`src/rtl/aalu_pkg.sv`:
```
package aalu_pkg;

  // Operation codes
  localparam logic [3:0] FUNC_ADD = 4'd0;
  localparam logic [3:0] FUNC_ADC = 4'd1;
  localparam logic [3:0] FUNC_SUB = 4'd2;
  localparam logic [3:0] FUNC_SBC = 4'd3;
  localparam logic [3:0] FUNC_AND = 4'd4;
  localparam logic [3:0] FUNC_XOR = 4'd5;
  localparam logic [3:0] FUNC_CP  = 4'd6;
  localparam logic [3:0] FUNC_INC = 4'd7;
  localparam logic [3:0] FUNC_DEC = 4'd8;
  localparam logic [3:0] FUNC_CPL = 4'd9;
  localparam logic [3:0] FUNC_SCF = 4'd10;
  localparam logic [3:0] FUNC_CCF = 4'd11;

  // Flag bit positions: Z N H C
  localparam int FLAG_Z = 3;
  localparam int FLAG_N = 2;
  localparam int FLAG_H = 1;
  localparam int FLAG_C = 0;

  typedef struct packed {
    logic [3:0] func;
    logic [7:0] operand;
  } aalu_in_t;

  typedef struct packed {
    logic [7:0] acc_out;
    logic [7:0] incdec_value;
    logic [3:0] flags_out;
    logic       bad_code;
  } aalu_out_t;

  // Handshake control between the control unit and the datapath
  typedef struct packed {
    logic load_in;  // capture a new transaction into the input register
    logic advance;  // move the input-register transaction to the result register
  } aalu_ctrl_t;

endpackage

```
`src/rtl/aalu_core.sv`:
```
module aalu_core (
  input  aalu_pkg::aalu_in_t  item,
  input  logic [7:0]          acc,
  input  logic [3:0]          flags,
  output logic [7:0]          acc_nxt,
  output logic [3:0]          flags_nxt,
  output aalu_pkg::aalu_out_t result
);
  import aalu_pkg::*;

  logic [7:0] b;
  logic       cin;
  logic       c_use;
  logic [8:0] sum9;
  logic [4:0] sum5;
  logic [8:0] dif9;
  logic [4:0] dif5;
  logic [7:0] and_v;
  logic [7:0] xor_v;
  logic [7:0] inc_v;
  logic [7:0] dec_v;
  logic [7:0] idv;
  logic       bad;

  assign b     = item.operand;
  assign cin   = flags[FLAG_C];
  assign c_use = cin & ((item.func == FUNC_ADC) | (item.func == FUNC_SBC));

  assign sum9  = {1'b0, acc} + {1'b0, b} + {8'b0, c_use};
  assign sum5  = {1'b0, acc[3:0]} + {1'b0, b[3:0]} + {4'b0, c_use};
  // borrow shows up in the top bit of the wrapped difference
  assign dif9  = {1'b0, acc} - {1'b0, b} - {8'b0, c_use};
  assign dif5  = {1'b0, acc[3:0]} - {1'b0, b[3:0]} - {4'b0, c_use};
  assign and_v = acc & b;
  assign xor_v = acc ^ b;
  assign inc_v = b + 8'd1;
  assign dec_v = b - 8'd1;

  always_comb begin
    acc_nxt   = acc;
    flags_nxt = flags;
    idv       = 8'd0;
    bad       = 1'b0;
    unique case (item.func)
      FUNC_ADD, FUNC_ADC: begin
        acc_nxt   = sum9[7:0];
        flags_nxt = {(sum9[7:0] == 8'd0), 1'b0, sum5[4], sum9[8]};
      end
      FUNC_SUB, FUNC_SBC: begin
        acc_nxt   = dif9[7:0];
        flags_nxt = {(dif9[7:0] == 8'd0), 1'b1, dif5[4], dif9[8]};
      end
      FUNC_CP: begin
        flags_nxt = {(dif9[7:0] == 8'd0), 1'b1, dif5[4], dif9[8]};
      end
      FUNC_AND: begin
        acc_nxt   = and_v;
        flags_nxt = {(and_v == 8'd0), 1'b0, 1'b1, 1'b0};
      end
      FUNC_XOR: begin
        acc_nxt   = xor_v;
        flags_nxt = {(xor_v == 8'd0), 1'b0, 1'b0, 1'b0};
      end
      FUNC_INC: begin
        idv       = inc_v;
        flags_nxt = {(inc_v == 8'd0), 1'b0, (b[3:0] == 4'hF), cin};
      end
      FUNC_DEC: begin
        idv       = dec_v;
        flags_nxt = {(dec_v == 8'd0), 1'b1, (b[3:0] == 4'h0), cin};
      end
      FUNC_CPL: begin
        acc_nxt   = ~acc;
        flags_nxt = {flags[FLAG_Z], 1'b1, 1'b1, cin};
      end
      FUNC_SCF: flags_nxt = {flags[FLAG_Z], 1'b0, 1'b0, 1'b1};
      FUNC_CCF: flags_nxt = {flags[FLAG_Z], 1'b0, 1'b0, ~cin};
      default:  bad = 1'b1;  // unused code: state kept
    endcase
  end

  assign result.acc_out      = acc_nxt;
  assign result.incdec_value = idv;
  assign result.flags_out    = flags_nxt;
  assign result.bad_code     = bad;

endmodule

```
`src/rtl/aalu_ctrl.sv`:
```
module aalu_ctrl (
  input  logic                 clk,
  input  logic                 rst_n,
  input  logic                 in_valid,
  input  logic                 out_stall,
  output logic                 in_stall,
  output logic                 out_valid,
  output aalu_pkg::aalu_ctrl_t ctrl
);
  import aalu_pkg::*;

  logic s1_valid_r;
  logic s1_valid_nxt;
  logic out_valid_r;
  logic out_valid_nxt;

  // result register frees up when empty or taken this cycle
  assign ctrl.advance = s1_valid_r & (~out_valid_r | ~out_stall);
  assign in_stall     = s1_valid_r & ~ctrl.advance;
  assign ctrl.load_in = in_valid & ~in_stall;

  always_comb begin
    s1_valid_nxt = s1_valid_r;
    if (ctrl.load_in) begin
      s1_valid_nxt = 1'b1;
    end else if (ctrl.advance) begin
      s1_valid_nxt = 1'b0;
    end
    out_valid_nxt = out_valid_r;
    if (ctrl.advance) begin
      out_valid_nxt = 1'b1;
    end else if (out_valid_r && !out_stall) begin
      out_valid_nxt = 1'b0;
    end
  end

  always_ff @(posedge clk) begin
    if (!rst_n) begin
      s1_valid_r  <= 1'b0;
      out_valid_r <= 1'b0;
    end else begin
      s1_valid_r  <= s1_valid_nxt;
      out_valid_r <= out_valid_nxt;
    end
  end

  assign out_valid = out_valid_r;

endmodule

```
`src/rtl/accumulator_alu_with_flags_unit.sv`:
```
// Eight-bit accumulator ALU with zero, subtract, half-carry and carry flags.
// Input channel (in_valid / in_stall / in_data): one transaction carries an
//   operation code and an operand byte. It is taken at a rising edge with
//   in_valid high and in_stall low.
// Result channel (out_valid / out_stall / out_data): one result transaction
//   per input transaction, in order: new accumulator, inc/dec value, flags
//   and the unused-code mark.
// Pipeline: input register, then one pass through the ALU into the result
//   register, where the accumulator and flags are updated on the same edge
//   as out_valid rises.
// Throughput: one transaction per cycle while no stall holds the result;
//   the accumulator/flag feedback loop closes inside that single ALU pass,
//   so back-to-back items chain directly.
// Stall: while out_stall holds a pending result, one more transaction may
//   sit in the input register; after that in_stall rises until the result
//   is taken. No transaction is dropped or repeated.
// Reset (rst_n low, synchronous): accumulator and flags clear to zero and
//   both pipeline stages empty.
module accumulator_alu_with_flags_unit (
  input  logic                clk,
  input  logic                rst_n,
  input  logic                in_valid,
  output logic                in_stall,
  input  aalu_pkg::aalu_in_t  in_data,
  output logic                out_valid,
  input  logic                out_stall,
  output aalu_pkg::aalu_out_t out_data
);
  import aalu_pkg::*;

  aalu_ctrl_t ctrl;
  aalu_in_t   s1_item_r;
  aalu_out_t  out_data_r;
  aalu_out_t  result;
  logic [7:0] acc_r;
  logic [7:0] acc_nxt;
  logic [3:0] flags_r;
  logic [3:0] flags_nxt;

  aalu_ctrl u_ctrl (
    .clk       (clk),
    .rst_n     (rst_n),
    .in_valid  (in_valid),
    .out_stall (out_stall),
    .in_stall  (in_stall),
    .out_valid (out_valid),
    .ctrl      (ctrl)
  );

  aalu_core u_core (
    .item      (s1_item_r),
    .acc       (acc_r),
    .flags     (flags_r),
    .acc_nxt   (acc_nxt),
    .flags_nxt (flags_nxt),
    .result    (result)
  );

  // Input register: payload only
  always_ff @(posedge clk) begin
    if (ctrl.load_in) begin
      s1_item_r <= in_data;
    end
  end

  // Result register: payload only, held while stalled
  always_ff @(posedge clk) begin
    if (ctrl.advance) begin
      out_data_r <= result;
    end
  end

  // Architectural state commits as the transaction leaves the input register
  always_ff @(posedge clk) begin
    if (!rst_n) begin
      acc_r   <= 8'd0;
      flags_r <= 4'd0;
    end else if (ctrl.advance) begin
      acc_r   <= acc_nxt;
      flags_r <= flags_nxt;
    end
  end

  assign out_data = out_data_r;

  // The input side stalls only when a transaction waits in the input register
  a_stall_needs_item: assert property (@(posedge clk) disable iff (!rst_n)
    in_stall |-> !ctrl.advance)
    else $error("in_stall raised while input stage advances");

  // A transaction that advances is presented on the result channel next cycle
  a_advance_to_out: assert property (@(posedge clk) disable iff (!rst_n)
    ctrl.advance |=> out_valid)
    else $error("advanced transaction missing on result channel");

  // An unused code leaves accumulator and flags untouched
  a_bad_keeps_state: assert property (@(posedge clk) disable iff (!rst_n)
    (ctrl.advance && result.bad_code) |=>
      (acc_r == $past(acc_r)) && (flags_r == $past(flags_r)))
    else $error("unused code changed state");

  // Result register mirrors the committed state
  a_out_matches_state: assert property (@(posedge clk) disable iff (!rst_n)
    $past(ctrl.advance) |-> (out_data.acc_out == acc_r) && (out_data.flags_out == flags_r))
    else $error("result disagrees with committed state");

endmodule

```
`config.mk`:
```
export PLATFORM = sky130hd
export DESIGN_NAME = accumulator_alu_with_flags_unit
export DESIGN_NICKNAME = d
export VERILOG_FILES = /design/src/rtl/aalu_pkg.sv /design/src/rtl/aalu_core.sv /design/src/rtl/aalu_ctrl.sv /design/src/rtl/accumulator_alu_with_flags_unit.sv
export SDC_FILE = /design/constraint.sdc
export NUM_CORES = 1
export LEC_CHECK = 0
export ABC_AREA = 1
export BUFFER_PORTS_ARGS = -buffer_cell sky130_fd_sc_hd__buf_2
export CORE_MARGIN = 2
export CORE_UTILIZATION = 61
export CTS_BUF_LIST = sky130_fd_sc_hd__clkbuf_4 sky130_fd_sc_hd__clkbuf_8
export CTS_CLUSTER_SIZE = 14
export DETAILED_ROUTE_END_ITERATION = 8
export PLACE_DENSITY = 0.83
export SYNTH_ARGS = -nofsm -noshare
export SYNTH_HDL_FRONTEND = slang
export SYNTH_SLANG_ARGS = --single-unit
```
`constraint.sdc`:
```
create_clock -name clk -period 2.95 [get_ports clk]
set_input_delay 0.4425 -clock clk [delete_from_list [all_inputs] [get_ports clk]]
set_output_delay 0.4425 -clock clk [all_outputs]
set_load 0.01 [all_outputs]
```
==> results of run 1 <==
## layout by cell type (no fill, tap or decap), drive strengths merged, types with 3 or more instances in the layout
cell	netlist	routed
nand2	123	123
inv	92	93
nor2	49	49
buf	5	47
nand3	41	41
edfxtp	33	33
o21ai	29	29
ha	26	26
a21oi	24	24
dfxtp	14	14
o22ai	12	12
nand4	11	11
clkbuf	1	7
a211oi	4	4
fa	4	4
nor3	4	4
o221ai	3	3
## layer usage
layer	vias to the layer above	track usage	wire, µm
li1	1700	-	-
met5	-	0	0
met3	20	0.0382	833
met1	1590	0.449	4140
met4	0	0.0746	157
met2	187	0.498	4360
## worst min path at each step
stage                              end  depth (start not counted)
after floorplan             flags_r[2]                          2
after global placement      flags_r[2]                          2
after detailed placement    flags_r[2]                          2
after CTS                 s1_item_r[1]                          1
after global routing      s1_item_r[7]                          1
final                     s1_item_r[1]                          1
## cell families (layout without fill, tap and decap cells)
family,count (synthesis),count (layout),synth area share
buffers and inverters,99,148,0.106
XOR/XNOR,4,4,0.00987
flip-flops,47,47,0.358
AO/OA/AOI/OAI,78,78,0.128
AND/OR/NAND/NOR,230,230,0.283
adder cells (fa/ha/maj),30,30,0.114
## where the power goes
group          internal (mW)  switching (mW)  total (mW)
combinational          0.184           0.363       0.546
clock                  0.203           0.221       0.424
sequential             0.755          0.0315       0.787
## critical path, delay by kind of cell, from the launching register on
family,cells,cell delay (ps)
adder cells (fa/ha/maj),2,850
flip-flops,1,450
AND/OR/NAND/NOR,12,1130
buffers and inverters,2,120
## final cells by class
cell class	count	area, µm²
inverter	93	349
multi-input combinational	342	1910
tap	72	90.1
clock inverter	1	8.76
timing repair buffer	47	258
sequential	47	1270
fill	450	1600
clock buffer	7	90.1
## stage by stage
stage	power, mW	instance area (µm²)
global placement	1.31	3860
finish	1.76	3980
global route	1.85	3980
detailed placement	1.33	3860
floorplan	1.18	3550
CTS	1.74	3960
## synth_stat cells (2+ instances only)
| cell | n |
|---|---|
| nand2_1 | 120 |
| inv_1 | 90 |
| nor2_1 | 44 |
| nand3_1 | 41 |
| edfxtp_1 | 33 |
| o21ai_0 | 27 |
| ha_1 | 26 |
| a21oi_1 | 23 |
| dfxtp_1 | 14 |
| o22ai_1 | 12 |
| nand4_1 | 11 |
| buf_2 | 5 |
| a211oi_1 | 4 |
| fa_1 | 4 |
| nor2_4 | 4 |
| nand2_2 | 3 |
| nor3_1 | 3 |
| inv_2 | 2 |
| o2111ai_1 | 2 |
| o21ai_1 | 2 |
| o221ai_1 | 2 |
| xnor2_1 | 2 |
| xor2_1 | 2 |
## sequential cells by signal (all words and copies together), names as in the netlist
signal             count
out_data              21
acc_r                  8
u_ctrl.s1_valid_r      1
u_ctrl.out_valid       1
s1_item_r             12
flags_r                4
## timing repair
action,in CTS,in global routing
buffers inserted,0,1
resized for setup,0,2
endpoints found under the setup margin,0,10
==> impl_metrics.json, run 1 <==
{
  "worstHoldStart": "in_data[1]",
  "die_y_um": 80.3,
  "ios": 39,
  "num_antenna_cells": 0,
  "routed_wl_um": 9490,
  "path_clk_slew_ps": 90,
  "synth_edf_count": 33,
  "synth-async-reset-ratio": 0,
  "clock.fmax_ghz": 0.363,
  "finClkSkew_ps": 9.38,
  "dp_hpwl_um": 7490,
  "crit_start": "s1_item_r[10]",
  "synth.avg_cell_area_um2": 7.27,
  "core-area_mm2": 0.00557,
  "drive_gt1_frac": 0.132,
  "gp_congestion": 1.06,
  "final_util": 0.713,
  "yosysTopAreaCell": "edfxtp_1",
  "die_w_um": 80.3,
  "synth_flop_cell": "edfxtp_1",
  "worstMarginPinSlew_ps": 554,
  "first_iter_violations": 523,
  "dieArea_mm2": 0.00644,
  "ctsRootBufferMaster": "clkbuf_8",
  "track_usage": 0.311,
  "reg2reg_depth": 16,
  "drcViolationCount": 0,
  "ys_seq_elements": 47,
  "period_needed_ps": 2750,
  "via_per_inst": 5.74,
  "cts_sinks": 47,
  "nets": 582,
  "syn_area_mm2": 0.00355,
  "ys_types": 35,
  "antenna_found_initial": 0,
  "ys_seq_area_frac": 0.358,
  "required_ps": 3020,
  "first_pass_iters": 5,
  "syn-num-nets": 534,
  "yosys_warnings": 0,
  "cts_tree": "yes",
  "hold_viol_final": 0,
  "grt_pass1_vias": 3165,
  "htreeDepth": 2,
  "critPathMaxFanout": 4,
  "arrival_ps": 2830,
  "cts.hold.buffers_added": 0,
  "slowest_stage": "edfxtp_1",
  "start_kind": "flop",
  "cp_slowest_stage_delay_ps": 450,
  "slew_violations": 0,
  "crit_path_end_kind": "flop",
  "crit_type": "flop to flop",
  "max-slew-margin-rel": 0.630,
  "cp_common_cell": "nand2_1",
  "critical_path.reg2reg.endpoint": "out_data[4]",
  "r2r_start": "s1_item_r[10]",
  "yosys-top-cells-area": "edfxtp_1 28%, nand2_1 13%, inv_1 9.5%",
  "vias": 3497,
  "synth_top_area_frac": 0.279,
  "pre_cts_ws_ps": 106,
  "grt_max_degree": 31,
  "crit_chain": "nor2_2, nand3_2, fa_1, fa_1, inv_1, nand2_1, nand2_1, nand2_1, nand2_1, nand2_1, nand2_1, nand2_1, nand4_1, nand3_1, nand2_1, inv_1",
  "grt_pass1_wl_um": 15100,
  "hold_class": "input pin to flop",
  "setup_tns_ps": 0,
  "wl_per_cell_um": 15.6,
  "synth_cells": 488,
  "vdd_drop_max_v": 0.000299,
  "portBuffers": 38,
  "rsz0062_at_grt": "no",
  "instances_no_fill": 609,
  "clock_latency_ps": 300,
  "power.leakage_nw": 1.97,
  "initial_utilization": 0.637,
  "num_rows": 27,
  "grt-ovfl-total": 0,
  "finalSetupViolations": 0,
  "outcome": "complete, no violations",
  "fin_hold_ws_ps": 305,
  "postRouteAntennaNets": 0,
  "regToRegSetupSlack_ps": 200,
  "maxCapViolCount": 0,
  "dp_cells": 600,
  "cts_buffer_depth": 2,
  "post-route-period-util": 0.934,
  "syn_to_final_growth_pct": 12.1,
  "worst_slack_ps": 196,
  "power.density_mw_per_mm2": 442,
  "critPathCapture": "out_data[4]",
  "cts_buffers": 5
}
(Power assumes the default switching activity.)
==> run 2: changes to the inputs <==
CAP_MARGIN = 20   (was not set)
CORE_UTILIZATION = 65   (was 61)
PLACE_DENSITY = 0.87   (was 0.83)
clock period = 3.4 ns   (was 2.95 ns; I/O delays follow)
==> impl_metrics.json, run 2 (synthesis gave the netlist of run 1 again) <==
{
  "via_per_inst": 5.80,
  "hold_viol_final": 0,
  "maxCapViolCount": 0,
  "vias": 3483,
  "antenna_found_initial": 0,
  "postRouteAntennaNets": 0,
  "setup_tns_ps": 0,
  "portBuffers": 38,
  "power.density_mw_per_mm2": 415,
  "required_ps": 3460,
  "vdd_drop_max_v": 0.000245,
  "dpl-instance-area_mm2": 0.00382,
  "crit_chain": "nor2_1, nand3_1, fa_1, fa_1, inv_1, nand2_1, nand2_1, nand2_1, nand2_1, nand3_1, nand3_1, nand3_1, o21ai_0, inv_1",
  "period_needed_ps": 3020,
  "arrival_ps": 3080,
  "grt_max_degree": 38,
  "cts_buffer_depth": 2,
  "path_clk_slew_ps": 90,
  "hold_class": "input pin to flop",
  "cts_resized": 0,
  "wl_per_cell_um": 15.9,
  "regToRegSetupSlack_ps": 380,
  "num_antenna_cells": 0,
  "crit_type": "flop to flop",
  "slowest_stage": "edfxtp_1",
  "dp_hpwl_um": 7600,
  "outcome": "complete, no violations",
  "cts.hold.buffers_added": 0,
  "power.leakage_nw": 1.96,
  "first_iter_violations": 311,
  "grt-ovfl-total": 0,
  "first_pass_iters": 6,
  "clock.fmax_ghz": 0.331,
  "syn_to_final_growth_pct": 11.6,
  "initial_utilization": 0.686,
  "fill_cells": 409,
  "die_w_um": 77.9,
  "htreeDepth": 2,
  "ios": 39,
  "start_kind": "flop",
  "die_y_um": 77.9,
  "crit_path_end_kind": "flop",
  "grt_pass1_wl_um": 15500,
  "post-route-period-util": 0.889,
  "dieArea_mm2": 0.00607,
  "final_cell_mix": "120 x nand2_1, 90 x inv_1, 43 x nor2_1",
  "drcViolationCount": 0,
  "core-area_mm2": 0.00517,
  "rsz0062_at_grt": "no",
  "post_cts_buffers": 0,
  "finClkSkew_ps": 12.8,
  "largest_reg_flops": 21,
  "cp_slowest_stage_delay_ps": 470,
  "max-slew-margin-rel": 0.648,
  "clock_latency_ps": 300,
  "gp_congestion": 1.06,
  "final_common_cell": "nand2_1",
  "critPathMaxFanout": 6,
  "nets": 576,
  "num_rows": 26,
  "cts_buffers": 5,
  "cts_sinks": 47,
  "grt_pass1_vias": 3205,
  "cts_tree": "yes",
  "routed_wl_um": 9560,
  "finalSetupViolations": 0,
  "drive_gt1_frac": 0.119,
  "track_usage": 0.330,
  "slew_violations": 0,
  "stdcell_area_mm2": 0.00396,
  "ctsRootBufferMaster": "clkbuf_8",
  "worstMarginPinSlew_ps": 527
}
## run 2: cell types whose count changed in the layout (fill, tap and decap cells not counted)
cell	change
buf_4	-6
inv_6	-1
clkbuf_8	-1
nand3_1	+1
bufinv_16	+2
nand3_2	-1
nor2_2	-1
nor2_1	+1
## run 2: power breakdown
part / internal, mW / total (mW) / switching (mW)
registers: 0.655 / 0.688 / 0.0324
clock network: 0.302 / 0.492 / 0.190
logic: 0.155 / 0.462 / 0.308
total: 1.11 / 1.64 / 0.531
## run 2: worst paths after layout
check           startpoint            to  cells past startpoint
max reg2reg  s1_item_r[11]  out_data[19]                     14
min             in_data[2]  s1_item_r[2]                      1
max          s1_item_r[11]  out_data[19]                     14
min reg2reg     flags_r[2]    flags_r[2]                      2
## run 2: metal layers
layer | GRT usage | part of all wire
met1 | 0.473 | 0.42
met3 | 0.0640 | 0.12
met5 | 0 | 0
met4 | 0.0857 | 0.017
met2 | 0.514 | 0.45
## run 2: metrics by stage
| stage | setup slack [ps] | cells | util | total power, mW | hold slack (ps) |
|---|---|---|---|---|---|
| after floorplan | 731 | 488 | - | 1.02 | 431 |
| after global placement | 591 | 593 | 0.739 | 1.14 | 450 |
| after detailed placement | 475 | 593 | 0.739 | 1.15 | 470 |
| after CTS | 434 | 601 | 0.765 | 1.63 | 378 |
| after global routing | 107 | 601 | 0.765 | 1.72 | 365 |
| final | 379 | 601 | 0.765 | 1.64 | 373 |
## run 2: cell type report
type	count	area, µm²	share of cell area
multi-input cells	342	1900	0.480
repair buffers	41	213	0.0537
well taps	70	87.6	0.0221
clock buffers	6	76.3	0.0193
flip-flops and latches	47	1270	0.321
clock inverters	2	60.1	0.0152
inverters	93	349	0.0882
## run 2: worst max-delay path: cells and delay by family, from the launching register on
kind	cells	cell delay [ps]
AOI/OAI and AO/OA	1	130
adders and majority gates	2	860
buffers and inverters	2	140
DFF	1	470
and+or+nand+nor	9	1160
==> run 3: changes to the inputs <==
CORE_UTILIZATION = 64   (was 65)
CTS_BUF_LIST = not set   (was sky130_fd_sc_hd__clkbuf_4 sky130_fd_sc_hd__clkbuf_8)
PLACE_DENSITY = 0.86   (was 0.87)
==> impl_metrics.json, run 3 (synthesis gave the netlist of run 1 again) <==
{
  "outcome": "complete, no violations",
  "power.density_mw_per_mm2": 383,
  "stdcell_area_mm2": 0.00391,
  "nets": 575,
  "gp_congestion": 1.10,
  "initial_utilization": 0.652,
  "rsz0062_at_grt": "no",
  "largest_reg_flops": 21,
  "cts_buffers": 5,
  "num_antenna_cells": 0,
  "post_cts_buffers": 0,
  "ctsRootBufferMaster": "clkbuf_8",
  "track_usage": 0.326,
  "ios": 39,
  "worstMarginPinSlew_ps": 572,
  "hold_class": "input pin to flop",
  "period_needed_ps": 2980,
  "num_rows": 27,
  "reg2reg_depth": 16,
  "clock.fmax_ghz": 0.336,
  "die_w_um": 78.5,
  "clock_latency_ps": 310,
  "setup_tns_ps": 0,
  "first_pass_iters": 5,
  "dieArea_mm2": 0.00616,
  "grt_pass1_vias": 3166,
  "cts_resized": 0,
  "finalSetupViolations": 0,
  "critPathMaxFanout": 6,
  "hold_depth": 1,
  "finClkSkew_ps": 12.9,
  "cts.hold.buffers_added": 0,
  "portBuffers": 38,
  "post-route-period-util": 0.876,
  "start_kind": "flop",
  "required_ps": 3470,
  "maxCapViolCount": 0,
  "dp_hpwl_um": 7430,
  "ff_latch_area_mm2": 0.00127,
  "grt_max_degree": 38,
  "power.leakage_nw": 1.92,
  "drcViolationCount": 0,
  "multi_input_area_mm2": 0.00190,
  "total_power_mw": 1.50,
  "cts_sinks": 47,
  "die_y_um": 78.5,
  "worst_slack_ps": 422,
  "fill_cells": 473,
  "crit_type": "flop to flop",
  "postRouteAntennaNets": 0,
  "dpl-instance-area_mm2": 0.00382,
  "arrival_ps": 3050,
  "cp_slowest_stage_delay_ps": 480,
  "final_util": 0.718,
  "wl_per_cell_um": 15.8,
  "crit_chain": "nor2_1, nand3_1, fa_1, fa_1, inv_1, nand2_1, nand2_1, nand2_1, nand2_1, nand2_1, nand2_1, nand2_1, nand4_1, nand3_1, nand2_1, inv_1",
  "final_common_cell": "nand2_1",
  "crit_path_end_kind": "flop",
  "final_cell_mix": "120 x nand2_1, 90 x inv_1, 43 x nor2_1",
  "core-area_mm2": 0.00544,
  "grt-ovfl-total": 0,
  "slew_violations": 0,
  "pre_cts_ws_ps": 464,
  "vias": 3455,
  "vdd_drop_max_v": 0.000206,
  "cts_tree": "yes",
  "htreeDepth": 2,
  "path_clk_slew_ps": 100,
  "first_iter_violations": 343,
  "via_per_inst": 5.74,
  "drive_gt1_frac": 0.115,
  "grt_pass1_wl_um": 15300,
  "syn_to_final_growth_pct": 10.1,
  "hold_viol_final": 0,
  "slowest_stage": "edfxtp_1",
  "antenna_found_initial": 0,
  "cp_common_cell": "nand2_1",
  "routed_wl_um": 9540,
  "cts_buffer_depth": 2,
  "max-slew-margin-rel": 0.618
}
run 3: cell types whose count changed in the layout (fill, tap and decap cells not counted), sizes merged:
cell / previous run / this run
clkbuf: 6 / 5
clkinvlp: 0 / 1
bufinv: 2 / 0
clkinv: 1 / 3
buf: 41 / 40
run 3: per-layer routing:
metal | vias up | global-route usage | routed length, µm
li1 | 1685 | - | -
met1 | 1573 | 0.471 | 4250
met2 | 182 | 0.504 | 4280
met3 | 15 | 0.0575 | 849
met4 | 0 | 0.0912 | 162
met5 | - | 0 | 0
run 3: worst paths after layout:
| path | slack [ps] | to | start |
|---|---|---|---|
| setup / recovery | 420 | out_data[4] | s1_item_r[11] |
| hold / removal | 360 | s1_item_r[1] | in_data[1] |
| setup reg to reg | 420 | out_data[4] | s1_item_r[11] |
| hold reg to reg | 510 | flags_r[2] | flags_r[2] |
run 3: area by class of cell:
class / count / share of cell area
sequential: 47 / 0.325
clock buffer: 5 / 0.0176
clock inverter: 3 / 0.00512
inverter: 93 / 0.0894
timing repair buffer: 40 / 0.0525
multi-input combinational: 342 / 0.487
tap: 72 / 0.0231
run 3: stage by stage:
stage / hold slack [ps] / instances
final: 363 / 602
after global routing: 359 / 602
after CTS: 362 / 602
after detailed placement: 500 / 594
after global placement: 452 / 594
after floorplan: 431 / 488
run 3: report_power, final:
group          switching [mW]  internal [mW]
registers              0.0334          0.655
logic                   0.302          0.154
clock network           0.207          0.144
run 3: critical path: cells and delay by family, from the launching register on:
kind / cells / cell delay, ps
adder cells (fa/ha/maj): 2 / 860
flip-flops: 1 / 480
AND/OR/NAND/NOR: 12 / 1290
buffers and inverters: 2 / 110
